[src/hfss_pkg.sv]
// Shared types and constants for the scaled hidden-Markov forward scorer.
package hfss_pkg;

  localparam int PROB_W          = 16;
  localparam int OUT_SUM_W       = 32;
  localparam int CFG_W           = 4;
  localparam int NUM_STATES_DEF  = 8;
  localparam int NUM_SYMBOLS_DEF = 64;
  localparam logic [CFG_W-1:0] STATES_IN_USE_RST = 4'd8;

  typedef enum logic [1:0] {
    OP_LOAD_INIT  = 2'd0,
    OP_LOAD_TRANS = 2'd1,
    OP_LOAD_EMIS  = 2'd2,
    OP_OBSERVE    = 2'd3
  } opcode_e;

  typedef enum logic [2:0] {
    ST_IDLE,
    ST_ROT,
    ST_VAL,
    ST_SUM,
    ST_DIV,
    ST_DONE
  } state_e;

  // Control word broadcast from the sequencer to every cell.
  typedef struct packed {
    logic load_init;
    logic load_trans;
    logic load_emis;
    logic ring_load;
    logic rot;
    logic val_en;
    logic sum_shift;
    logic div_init;
    logic div_step;
    logic alpha_wr;
    logic alpha_clr;
    logic start;
    logic sym_ok;
  } cell_ctrl_t;

endpackage

[src/hfss_cell.sv]
// One state cell: tables for its state, alpha, ring stage, sum stage and divider.
module hfss_cell #(
  parameter int NUM_STATES  = 8,
  parameter int NUM_SYMBOLS = 64,
  parameter int IDX         = 0,
  localparam int SW   = (NUM_STATES > 1) ? $clog2(NUM_STATES) : 1,
  localparam int YW   = (NUM_SYMBOLS > 1) ? $clog2(NUM_SYMBOLS) : 1,
  localparam int NW   = $clog2(NUM_STATES + 1),
  localparam int ACCW = 32 + $clog2(NUM_STATES)
) (
  input  logic               clk_i,
  input  logic               rst_ni,
  input  hfss_pkg::cell_ctrl_t ctrl_i,
  input  logic [NW-1:0]      n_i,
  input  logic [5:0]         row_i,
  input  logic [2:0]         col_i,
  input  logic [15:0]        prob_i,
  input  logic [YW-1:0]      sym_i,
  input  logic [15:0]        circ_i,
  input  logic [SW-1:0]      src_i,
  output logic [15:0]        circ_o,
  output logic [SW-1:0]      src_o,
  input  logic [31:0]        vs_i,
  output logic [31:0]        vs_o,
  input  logic [ACCW-1:0]    sum_i
);
  import hfss_pkg::*;

  logic [15:0]     tmem [NUM_STATES];
  logic [15:0]     emem [NUM_SYMBOLS];
  logic [15:0]     init_q, alpha_q, circ_q, a_q, tr_q, em_q;
  logic [SW-1:0]   src_q;
  logic            a_v_q, p_v_q, sat_q;
  logic [31:0]     prod_q, val_q, vs_q;
  logic [ACCW-1:0] acc_q, r_q;
  logic [15:0]     q_q;
  logic            col_hit, active, src_ok, ge;
  logic [15:0]     pre, pre_use, em_use;
  logic [31:0]     val_d;
  logic [ACCW:0]   r2;

  assign col_hit = (32'(col_i) == IDX);
  assign active  = (n_i > NW'(IDX));
  assign src_ok  = (NW'(src_q) < n_i);

  always_ff @(posedge clk_i) begin
    if (ctrl_i.load_trans && col_hit) tmem[SW'(row_i)] <= prob_i;
    if (ctrl_i.load_emis && col_hit) emem[YW'(row_i)] <= prob_i;
    em_q <= emem[sym_i];
  end

  always_ff @(posedge clk_i) begin
    if (ctrl_i.load_init && col_hit) init_q <= prob_i;
    if (ctrl_i.ring_load) begin
      circ_q <= alpha_q;
      src_q  <= SW'(IDX);
    end else if (ctrl_i.rot) begin
      circ_q <= circ_i;
      src_q  <= src_i;
    end
    if (ctrl_i.rot) begin
      a_q  <= src_ok ? circ_q : '0;
      tr_q <= src_ok ? tmem[src_q] : '0;
    end
    prod_q <= a_q * tr_q;
    if (ctrl_i.ring_load) acc_q <= '0;
    else if (p_v_q) acc_q <= acc_q + ACCW'(prod_q);
    if (ctrl_i.val_en) begin
      val_q <= val_d;
      vs_q  <= val_d;
    end else if (ctrl_i.sum_shift) begin
      vs_q <= vs_i;
    end
    if (ctrl_i.div_init) begin
      r_q   <= ACCW'(val_q);
      sat_q <= (ACCW'(val_q) == sum_i);
      q_q   <= '0;
    end else if (ctrl_i.div_step) begin
      r_q <= ge ? ACCW'(r2 - {1'b0, sum_i}) : ACCW'(r2);
      q_q <= {q_q[14:0], ge};
    end
  end

  always_ff @(posedge clk_i or negedge rst_ni) begin
    if (!rst_ni) begin
      alpha_q <= '0;
      a_v_q   <= 1'b0;
      p_v_q   <= 1'b0;
    end else begin
      a_v_q <= ctrl_i.rot;
      p_v_q <= a_v_q;
      if (ctrl_i.alpha_clr) alpha_q <= '0;
      else if (ctrl_i.alpha_wr) alpha_q <= !active ? '0 : (sat_q ? 16'hFFFF : q_q);
    end
  end

  always_comb begin
    if (ctrl_i.start) pre = init_q;
    else if (acc_q[ACCW-1:32] != '0) pre = 16'hFFFF;
    else pre = acc_q[31:16];
    pre_use = active ? pre : '0;
    em_use  = (active && ctrl_i.sym_ok) ? em_q : '0;
    val_d   = pre_use * em_use;
    r2      = {r_q, 1'b0};
    ge      = (r2 >= {1'b0, sum_i});
  end

  assign circ_o = circ_q;
  assign src_o  = src_q;
  assign vs_o   = vs_q;

endmodule

[config.mk]
export PLATFORM = sky130hd
export DESIGN_NAME = hfss_cell
export DESIGN_NICKNAME = d
export VERILOG_FILES = /design/src/hfss_pkg.sv /design/src/hfss_cell.sv
export SDC_FILE = /design/constraint.sdc
export NUM_CORES = 2
export LEC_CHECK = 0
export BUFFER_PORTS_ARGS = -buffer_cell sky130_fd_sc_hd__buf_4
export CORE_MARGIN = 2
export CORE_UTILIZATION = 35
export CTS_CLUSTER_SIZE = 10
export DETAILED_ROUTE_END_ITERATION = 12
export PLACE_DENSITY_LB_ADDON = 0.12
export REMOVE_ABC_BUFFERS = 1
export SLEW_MARGIN = 15
export SYNTH_ARGS = -nofsm -noshare
export SYNTH_HDL_FRONTEND = slang
export SYNTH_SLANG_ARGS = --single-unit
[constraint.sdc]
create_clock -name clk_i -period 17.4 [get_ports clk_i]
set_clock_uncertainty 0.05 [all_clocks]
set_input_delay 0.87 -clock clk_i [delete_from_list [all_inputs] [get_ports clk_i]]
set_output_delay 0.87 -clock clk_i [all_outputs]
set_load 0.005 [all_outputs]
## After elaboration in Yosys (flattened, before gate mapping)

Memories as Yosys holds them, arrays and structs flattened. A register that Yosys moved wholly into a read port is not among the register bits.
Index checks and enable logic that the tools add are counted.

| word-level totals | value |
|---|---|
| bits in latches | 0 |
| input bits | 136 |
| logic and storage cells | 55 |
| output and inout bits | 51 |
| register bits after elaboration | 252 |
| bits in writable memories | 1,152 |
| ROM bits | 0 |
| memories kept | 2 |

| operators by class | value |
|---|---|
| div/mod/pow operators | 0 |
| add/subtract/negate cells | 2 |
| shift-type cells | 0 |
| multiplexer cells | 19 |
| $mul | 2 |
| equality and inequality tests | 1 |
| bitwise gates (word level) | 0 |
| reductions and logical operators | 11 |
| order comparisons | 3 |

Memories:

| name | depth | bits a word | rd ports | clocked after Yosys merged registers in | wr ports | line | text |
|---|---|---|---|---|---|---|---|
| emem | 64 | 16 | 1 | 1 | 1 | hfss_cell.sv:30 | `logic [15:0] emem [NUM_SYMBOLS];` |
| tmem | 8 | 16 | 1 | 1 | 1 | hfss_cell.sv:29 | `logic [15:0] tmem [NUM_STATES];` |

Operator list:

| kind | number |
|---|---|
| $mux 16 | 10 |
| $mux 32 | 4 |
| $mul 16x16->32 | 2 |
| $ge 36x35->1 | 1 |
| $add 35x32->35 | 1 |
| $eq 32x35->1 | 1 |
| $mux 35 | 1 |
| $sub 35x35->35 | 1 |
| $reduce_bool 2->1 | 4 |
| $gt 4x1->1 const B | 1 |
| $logic_and 1x1->1 | 4 |
| $lt 3x4->1 | 1 |
| $mux 1 | 4 |
| $logic_not 3->1 | 1 |
| $reduce_bool 3->1 | 1 |
| $logic_not 1->1 | 1 |

## Depth between registers and ports, before layout

| logic depth | value |
|---|---|
| word-level depth | 6 |
| depth in mapped cells | 29 |
| mapped depth without buffers | 26 |

## Least setup slack after synthesis

Ideal clock, no wire load.

| timing | value |
|---|---|
| path kind | input to register |
| start | input port n_i[3] |
| end | register vs_q[19] (netlist: vs_o[19]) (data pin) |
| path slack | 9.651 ns |
| library setup time | 0.260 ns |
| arrival time | 7.439 ns |
| buffers on the path | 3 |
| stages | 27 |
| data required time | 17.090 ns |
| cell sequence | or4_1 clkbuf_1 and2_1 clkbuf_1 nand2_1 clkbuf_1 nor2_1 fa_1 inv_1 fa_1 fa_1 inv_1 fa_1 fa_1 inv_1 fa_1 inv_1 ha_1 a21o_1 a21o_1 a2111oi_0 o21ai_0 and2_1 a21o_1 a21oi_1 xnor2_1 mux2_2 |

| on the way | value |
|---|---|
| word-level cells in the longest chain between the ends | 5 |
| elaborated cells on any way between the ends | 6 |
| those cells by class | 1 x mul; 1 x order compare; 3 x mux; 1 x reduce/logical |

Ends and longest elaborated chain:

| what | line | text |
|---|---|---|
| start, declared | hfss_cell.sv:14 | `input logic [NW-1:0] n_i,` |
| $gt 4x1->1 (*) | hfss_cell.sv:43 | `assign active = (n_i > NW'(IDX));` |
| $logic_and 1x1->1 | hfss_cell.sv:102 | `em_use = (active && ctrl_i.sym_ok) ? em_q : '0;` |
| $mux 16 | hfss_cell.sv:102 |  |
| $mul 16x16->32 (*) | hfss_cell.sv:103 | `val_d = pre_use * em_use;` |
| via val_d[19] | hfss_cell.sv:39 | `logic [31:0] val_d;` |
| $mux 32 (*) | hfss_cell.sv:68 | `if (ctrl_i.val_en) begin` |
| end signal, assigned | hfss_cell.sv:70 | `vs_q <= val_d;` |
| end signal, assigned | hfss_cell.sv:72 | `vs_q <= vs_i;` |
| end, declared | hfss_cell.sv:34 | `logic [31:0] prod_q, val_q, vs_q;` |

The timed path passes the listed nets; every way through them passes the cells marked *.
A chain may end at the register's enable or synchronous reset.

## Final worst setup path

| timing | value |
|---|---|
| start | input port n_i[3] |
| end | register vs_q[27] (netlist: vs_o[27]) (data pin) |

Same word-level chain as after synthesis.

==> flow_metrics.tcl <==
set metrics [dict create \
    status "complete, no violations" \
    worst_pin_slew_ns 1.10 \
    vdd_ir_drop_max_v 0.000176 \
    switchingPower_mw 4.83 \
    cts_sinks 1436 \
    synth_cells 5061 \
    ys.flop_type "edfxtp_1" \
    syn-cell-area_sq_um 75100 \
    r2r-end "vs_o[27]" \
    place_congestion 0.840 \
    p_total_mw 13.1 \
    internal_power_mw 8.27 \
    cap_violations 0 \
    wl_per_cell_um 24.1 \
    synth_top_area_cell "edfxtp_1" \
    vias 42316 \
    p_clk_share_pct 24.7 \
    cts_setup_buffers 0 \
    whs_ns 0.258 \
    slew_viol_final 0 \
    hold_viol 0 \
    drt_iter0_drc 3335 \
    clk_pin_slew_ns 0.06 \
    min_from "src_i[1]" \
    cts_tree "done" \
    grt_pass1_vias 44842 \
    synth-seq-cells 1436 \
    multiInputGateArea_sq_um 30300 \
    powerDensity_nw_per_um2 154 \
    area_delta_synth_final_pct 13.1 \
    nNetsFinal 6094 \
    grt_usage_pct 18.3 \
    rsz0062_at_grt "false" \
    place_area_sq_um 79900 \
    critPathLaunchType "input pin" \
    synthTopCellsByArea "edfxtp_1, mux4_2, fa_1" \
    crit_path_end_kind "flop" \
    min_path_type "in2reg" \
    overflow 0 \
    ys_warn_count 0 \
    seqPwrFrac_pct 32.8 \
    fillers 19813 \
    reg2regPathDepth 22 \
    dpl.hpwl_um 133000 \
    clockRootBuffer "clkbuf_16" \
    critPathArrivalTime_ns 9.01 \
    worstPathRequired_ns 17.89 \
    rrSetupSlack_ns 9.13 \
    drc 0 \
    yosysTopAreaCellShare_pct 52.5 \
    setup_viol 0 \
    core_region_area_sq_um 213000 \
    critPathMaxFanout 44 \
    layout_common_cells "edfxtp_1, inv_1, nand2_1" \
    cts_buffers 169 \
    ios 187 \
    ctsHtreeMaxLevel 4 \
    clk_latency_ns 0.81 \
    pwr-share-comb_pct 42.6 \
    routed_wl_um 198000 \
    antenna_found_initial 6 \
    p_leak_nw 31.4 \
    startpoint "n_i[3]" \
    num_rows 169 \
    max_clock_freq_mhz 117 \
    avgSynthCellArea_sq_um 14.8 \
    drtAntennaViolNets 0 \
    period_minus_slack_ns 8.51 \
    swShare_pct 36.8 \
    first_pass_iters 8 \
    fin_crit_sh_pct 48.9 \
    dieArea_sq_um 218000 \
    ys_seq_area_share_pct 55.9 \
    tns_ns 0 \
    critical_path_class "in2reg" \
    clock_path_buffers 3 \
    final_common_cell "edfxtp_1" \
    final_cell_area_sq_um 84900 \
    dieWidth_um 467 \
    numPortBuffers 186 \
    grt_pass1_wl_um 298000 \
    relSlewSlack_pct 26.5 \
    cts-resized-gates 0 \
    async_flop_share_pct 1.25 \
    die-height_um 467 \
    layout-drive-gt1-share_pct 17.6 \
    synthDistinctLibCells 75 \
    grt_max_degree 116 \
    synth_edf_count 1313 \
    register_area_sq_um 42000 \
    timing.rr.start "acc_q[32]" \
    initial_core_util_pct 35.3 \
    drt-vias-per-instance 5.16 \
    endpoint "vs_o[27]" \
]
[worst min-delay path by stage]
stage                    end  slack (ns)  depth (start not counted)
global route        src_o[0]        0.22                          3
CTS                 src_o[2]        0.18                          3
floorplan              p_v_q        0.28                          0
detailed placement     p_v_q        0.29                          0
finish              src_o[1]        0.26                          3
global placement       p_v_q        0.29                          0
[registers in the layout (all words and copies together), names as in the netlist]
name / flops
emem: 1024
tmem: 128
acc_q: 35
r_q: 35
prod_q: 32
val_q: 32
vs_o: 32
a_q: 16
alpha_q: 16
circ_o: 16
em_q: 16
init_q: 16
q_q: 16
tr_q: 16
src_o: 3
a_v_q: 1
p_v_q: 1
sat_q: 1
[per-layer routing]
metal	wire length, um	GRT usage (%)	vias to the layer above
li1	-	-	18891
met1	87500	24.8	22357
met4	3330	3.71	0
met5	0	0	-
met2	99400	31.6	836
met3	7280	2.37	232
[layout make-up]
class | instances | share of cell area (%)
inverter | 516 | 2.28
sequential | 1436 | 49.5
multi-input combinational | 2879 | 35.7
tap | 2821 | 4.16
timing repair buffer | 289 | 2.61
clock buffer | 213 | 5.18
clock inverter | 38 | 0.597
antenna | 2 | 0.00590
[repair_timing]
| item | in CTS | in global routing |
|---|---|---|
| setup endpoints to repair | 0 | 0 |
| hold buffers | 1 | 0 |
| endpoints found under the hold margin | 18 | 0 |
[power by group through the flow]
stage / logic, mW / registers [mW] / clock network, mW
final: 5.57 / 4.29 / 3.23
after global routing: 6.40 / 4.31 / 3.47
after CTS: 5.69 / 4.30 / 3.34
after detailed placement: 5.63 / 4.37 / 0
after global placement: 5.64 / 4.37 / 0
after floorplan: 4.02 / 4.28 / 0
[Yosys cell counts, types with 102 or more instances]
cell         n
dfxtp_1    105
and2_1     102
o21ai_0    103
nand2_1    408
nor2_1     341
ha_1       277
fa_1       390
edfxtp_1  1313
a21oi_1    117
mux4_2     368
inv_1      515
clkbuf_1   171
[critical path, stage by stage]
cell       delay (ns)
buf_4            0.11
or4_2            1.09
and2_1           0.63
nand2_1          0.50
nor2_1           0.14
fa_1             0.56
inv_1            0.05
fa_1             0.46
fa_1             0.52
inv_1            0.06
fa_1             0.49
fa_1             0.49
inv_1            0.05
fa_1             0.47
inv_1            0.04
ha_1             0.35
a21o_1           0.18
a21o_1           0.18
a2111oi_0        0.42
o21ai_0          0.22
and2_1           0.26
nand4_1          0.22
nor2b_1          0.19
xnor2_1          0.10
mux2_2           0.27
[through the flow]
stage / setup slack, ns / util [%] / std cells
finish: 8.89 / 39.9 / 8194
global route: 8.53 / 39.9 / 8192
CTS: 9.04 / 39.9 / 8192
detailed placement: 8.17 / 37.6 / 7940
global placement: 8.27 / 37.6 / 7939
floorplan: 9.21 / - / 4831
[cell families (layout without fill, tap and decap cells)]
family / after synthesis / count (layout) / share of synthesized area [%]
buffers and inverters: 746 / 1056 / 3.76
XOR/XNOR: 132 / 132 / 1.54
other: 0 / 2 / 0
multiplexers: 485 / 485 / 12.7
flip-flops: 1436 / 1436 / 55.9
adder cells (fa/ha/maj): 667 / 667 / 15.0
AND/OR/NAND/NOR: 1115 / 1115 / 6.78
AO/OA/AOI/OAI: 480 / 480 / 4.30
Power figures use the tool's default switching activity.
